<file path="config.mk">
export PLATFORM = sky130hd
export DESIGN_NAME = svg_divider
export DESIGN_NICKNAME = d
export VERILOG_FILES = /design/src/rtl/svg_divider.sv
export SDC_FILE = /design/constraint.sdc
export NUM_CORES = 2
export LEC_CHECK = 0
export ABC_CLOCK_PERIOD_IN_PS = 6300
export BUFFER_PORTS_ARGS = -buffer_cell sky130_fd_sc_hd__buf_2
export CAP_MARGIN = 20
export CORE_AREA = 2 2 456 458
export CTS_CLUSTER_SIZE = 30
export DETAILED_ROUTE_END_ITERATION = 10
export DIE_AREA = 0 0 458 460
export GPL_TIMING_DRIVEN = 0
export MAX_ROUTING_LAYER = met4
export PLACE_DENSITY = 0.61
export SETUP_SLACK_MARGIN = 0.2
export SLEW_MARGIN = 20
export SYNTH_ARGS = -nofsm -noshare
export SYNTH_HDL_FRONTEND = slang
export SYNTH_SLANG_ARGS = --single-unit
</file>
<file path="constraint.sdc">
create_clock -name clk -period 6.3 [get_ports clk]
set_input_delay 0.63 -clock clk [delete_from_list [all_inputs] [get_ports clk]]
set_output_delay 0.63 -clock clk [all_outputs]
set_load 0.03 [all_outputs]
</file>
<file path="src/rtl/svg_divider.sv">
// Pipelined restoring divider: quotient = floor(num * 2^QW / den), num < den.
// One quotient bit per stage; sideband rides along with the data.
module svg_divider #(
	parameter int NUM_W = 16,
	parameter int QW    = 32,
	parameter int SB_W  = 1
) (
	input  logic             clk,
	input  logic             arst_n,
	input  logic             en,
	input  logic             in_valid,
	input  logic [NUM_W-1:0] num,
	input  logic [NUM_W-1:0] den,
	input  logic [SB_W-1:0]  in_sb,
	output logic             out_valid,
	output logic [QW-1:0]    quo,
	output logic [SB_W-1:0]  out_sb
);
	logic             v_s   [QW+1];
	logic [NUM_W:0]   rem_s [QW+1];
	logic [NUM_W-1:0] den_s [QW+1];
	logic [QW-1:0]    q_s   [QW+1];
	logic [SB_W-1:0]  sb_s  [QW+1];

	always_comb begin
		v_s[0]   = in_valid;
		rem_s[0] = {1'b0, num};
		den_s[0] = den;
		q_s[0]   = '0;
		sb_s[0]  = in_sb;
	end

	for (genvar k = 0; k < QW; k++) begin : g_stage
		logic [NUM_W+1:0] shifted;
		logic [NUM_W+1:0] diff;
		assign shifted = {rem_s[k], 1'b0};
		assign diff    = shifted - {2'b00, den_s[k]};

		always_ff @(posedge clk or negedge arst_n) begin
			if (!arst_n) begin
				v_s[k+1] <= 1'b0;
			end else if (en) begin
				v_s[k+1] <= v_s[k];
			end
		end

		always_ff @(posedge clk) begin
			if (en) begin
				den_s[k+1] <= den_s[k];
				sb_s[k+1]  <= sb_s[k];
				if (!diff[NUM_W+1]) begin
					rem_s[k+1] <= diff[NUM_W:0];
					q_s[k+1]   <= {q_s[k][QW-2:0], 1'b1};
				end else begin
					rem_s[k+1] <= shifted[NUM_W:0];
					q_s[k+1]   <= {q_s[k][QW-2:0], 1'b0};
				end
			end
		end
	end

	assign out_valid = v_s[QW];
	assign quo       = q_s[QW];
	assign out_sb    = sb_s[QW];
endmodule

</file>
==> impl_metrics.yaml <==
outcome:
  status: "finished clean"
timing:
  final.setup_skew_ns: 0.02984
  fin_crit_sh_pct: 55.95
  slew_viol_final: 0
  max-slew-margin-rel_pct: 45.48
  setup-violations-final: 0
  rsz0062_at_grt: "no"
  fin_tns_setup_ns: 0
  report.final.hold_viol_count: 0
  clock.fmax_mhz: 283.7
  max_slew.worst_pin.slew_ns: 0.8092
  layout_min_cycle_time_ns: 3.525
logic_synthesis:
  ys_seq_area_share_pct: 59.09
  synth_seq_cells: 1615
  synthCells: 6391
  synth.avg_cell_area_um2: 12.80
  yosysUniqueCellTypes: 96
  ys.flop_type: "edfxtp_1"
  post-synth-top-area-cell: "edfxtp_1"
  synthesis.area_um2: 81800
  yosys-top-cells-area: "edfxtp_1 (58%), ha_1 (7.3%), mux2_2 (3.3%)"
  synth.most_common_cell: "edfxtp_1"
  synth_top_area_share_pct: 58.11
  synth-async-reset-ratio_pct: 1.981
  yosys_warnings: 0
  ys_top_cells_by_count: "edfxtp_1 (1,583), inv_1 (607), ha_1 (480)"
  synth-edff-count: 1583
  syn_nets: 6939
setup_path:
  r2r-start: "den_s[241]$_DFFE_PP_"
  rr_worst_depth: 10
  reg2reg_slack_ns: 2.77
  crit_type: "flip-flop to flip-flop"
  crit_path_start: "den_s[241]$_DFFE_PP_"
  r2r-end: "g_stage[18].shifted[14]$_DFFE_PP_"
  timing.critical_path.to: "g_stage[18].shifted[14]$_DFFE_PP_"
  endpoint_kind: "flip-flop"
  critical_path_arrival_ns: 4.09
  cp_max_fo: 10
  critPathRequiredTime_ns: 6.86
  startpoint_type: "flip-flop"
routing:
  met2_length_um: 79380
  drc: 0
  antenna_left: 0
  first_pass_iters: 7
  wl_met1_um: 73360
  routed-wl-met3_um: 5750
  routed.top_layer: "met4"
  drtIter0Drc: 3507
  viasPerCell: 5.175
  avgRoutedWirePerCell_um: 17.03
  totalWireLength_um: 162300
  vias: 49320
final_layout:
  drive_gt1_share_pct: 10.63
  multi_input_area_um2: 30240
  seqCellArea_um2: 48340
  area_growth_pct: 12.40
  fillers: 18590
  post-route-cell-area_um2: 91940
  layout.nets: 7224
clock_tree:
  clkTransAtPathRegs_ns: 0.06
  worstSkewPairLatency_ns: 0.84
  htree_num_levels: 4
  root_buffer: "clkbuf_16"
  cts.repair.resized: 0
  cts-buffers-inserted: 181
  cts_sinks: 1615
  postCtsSetupBuffers: 0
  cts_tree: "yes"
  cts_hold_buf: 19
  cts.path.max_buffers: 3
die:
  ios: 71
  die_area_um2: 210700
  rows: 167
  fp.dieH_um: 460
  initial_core_util_pct: 39.70
  core-area_um2: 206000
  fp.dieW_um: 458
placed_design:
  place_hpwl_um: 116200
  place_area_um2: 85910
  io_buffer_count: 70
  gp_congestion: 0.8725
power:
  p_comb_share_pct: 43.5
  power.switching_mw: 17.63
  clockPowerShare_pct: 21.1
  swShare_pct: 35.94
  powerDensity_nw_per_um2: 533.5
  vdd_ir_drop_max_v: 0.0004110
  p_leak_nw: 36.02
  seqPwrFrac_pct: 35.3
  internal-power_mw: 31.42
worst_hold_path:
  hold_path.class: "primary input to flip-flop"
global_route:
  grt_pass1_vias: 49270
  grt_pass1_wl_um: 261300
  grt-ovfl-total: 0
  grt_max_degree: 155
  antenna_found_initial: 3
  gr-usage-all-layers_pct: 15.70
job:
  drv_cap: 0
==> power by group through the flow <==
stage | registers [mW] | clock network, mW | logic (mW)
2_1_floorplan | 16.8 | 0 | 16.4
5_1_grt | 17.6 | 11.2 | 23.8
3_3_place_gp | 18.1 | 0 | 20.9
4_1_cts | 17.4 | 10.7 | 21.4
3_5_place_dp | 17.6 | 0 | 21.2
6_report | 17.3 | 10.4 | 21.4
==> state kept, by name, summed over array words and instances, names as in the netlist <==
register	count
out_sb	1
v_s	31
sb_s	31
out_valid	1
q_s	496
quo	32
den_s	496
g_stage.shifted	527
==> area by class of cell <==
| cell class | count | share of cell area (%) |
|---|---|---|
| Antenna cell | 5 | 0.01361 |
| Buffer | 185 | 1.023 |
| Clock buffer | 217 | 5.143 |
| Clock inverter | 113 | 1.200 |
| Inverter | 608 | 2.485 |
| Multi-Input combinational cell | 3983 | 32.89 |
| Sequential cell | 1615 | 52.57 |
| Tap cell | 2704 | 3.680 |
| Timing Repair Buffer | 102 | 0.9934 |
==> cell usage in the layout (no fill, tap or decap), types with 151 or more instances in the layout <==
| cell | count |
|---|---|
| xnor2_1 | 241 |
| nor2_1 | 246 |
| nand2_1 | 348 |
| ha_1 | 480 |
| a21o_1 | 151 |
| edfxtp_1 | 1583 |
| o21ai_0 | 356 |
| clkbuf_16 | 184 |
| a21oi_1 | 370 |
| mux2_2 | 239 |
| inv_1 | 607 |
==> worst max-delay path, cell delays in order (launching register included) <==
cell	delay (ns)
edfxtp_1	0.48
inv_1	0.07
ha_1	0.28
nor2b_1	0.12
o21ai_0	0.24
o21ai_1	0.24
a21oi_1	0.44
a31oi_2	0.21
xor2_2	0.50
buf_4	0.33
mux2_2	0.36
==> how the worst min path moves through the flow <==
stage               slack, ns                              end               start  cells after the start
floorplan                0.33            out_valid$_DFFE_PN0P_              arst_n                      0
global placement         0.40               q_s[245]$_DFFE_PP_  q_s[276]$_DFFE_PP_                      0
detailed placement       0.40               q_s[106]$_DFFE_PP_  q_s[137]$_DFFE_PP_                      0
CTS                      0.06  g_stage[1].shifted[5]$_DFFE_PP_              num[3]                      2
global route             0.11  g_stage[1].shifted[5]$_DFFE_PP_              num[3]                      2
finish                   0.15  g_stage[1].shifted[5]$_DFFE_PP_              num[3]                      2
==> per-stage QoR <==
stage | power [mW] | std cells | hold slack, ns | utilization (%) | worst slack [ns]
2_1_floorplan | 33.21 | 6391 | 0.3344 | - | 3.411
3_5_place_dp | 38.82 | 9178 | 0.4045 | 41.70 | 2.444
3_3_place_gp | 38.97 | 9165 | 0.4000 | 41.52 | -20.60
4_1_cts | 49.57 | 9527 | 0.06389 | 44.62 | 2.762
5_1_grt | 52.57 | 9532 | 0.1113 | 44.63 | 2.478
6_report | 49.05 | 9532 | 0.1461 | 44.63 | 2.775
==> logic make-up (layout without fill, tap and decap cells) <==
kind of cell | count (synthesis) | after routing | share of synthesized area, %
flops | 1615 | 1615 | 59.09
compound gates | 1544 | 1544 | 12.57
simple gates | 1189 | 1189 | 7.215
buf+inv | 793 | 1225 | 3.943
fa+ha+maj | 511 | 511 | 8.100
xor+xnor | 393 | 393 | 4.322
mux | 346 | 346 | 4.760
other cells | 0 | 5 | 0
==> routing by layer <==
metal,global-route usage (%),vias to the layer above
met5,-,-
met4,4.529,0
met3,2.422,262
met2,26.24,762
met1,19.75,23890
li1,-,24410
Power figures use the tool's default switching activity.
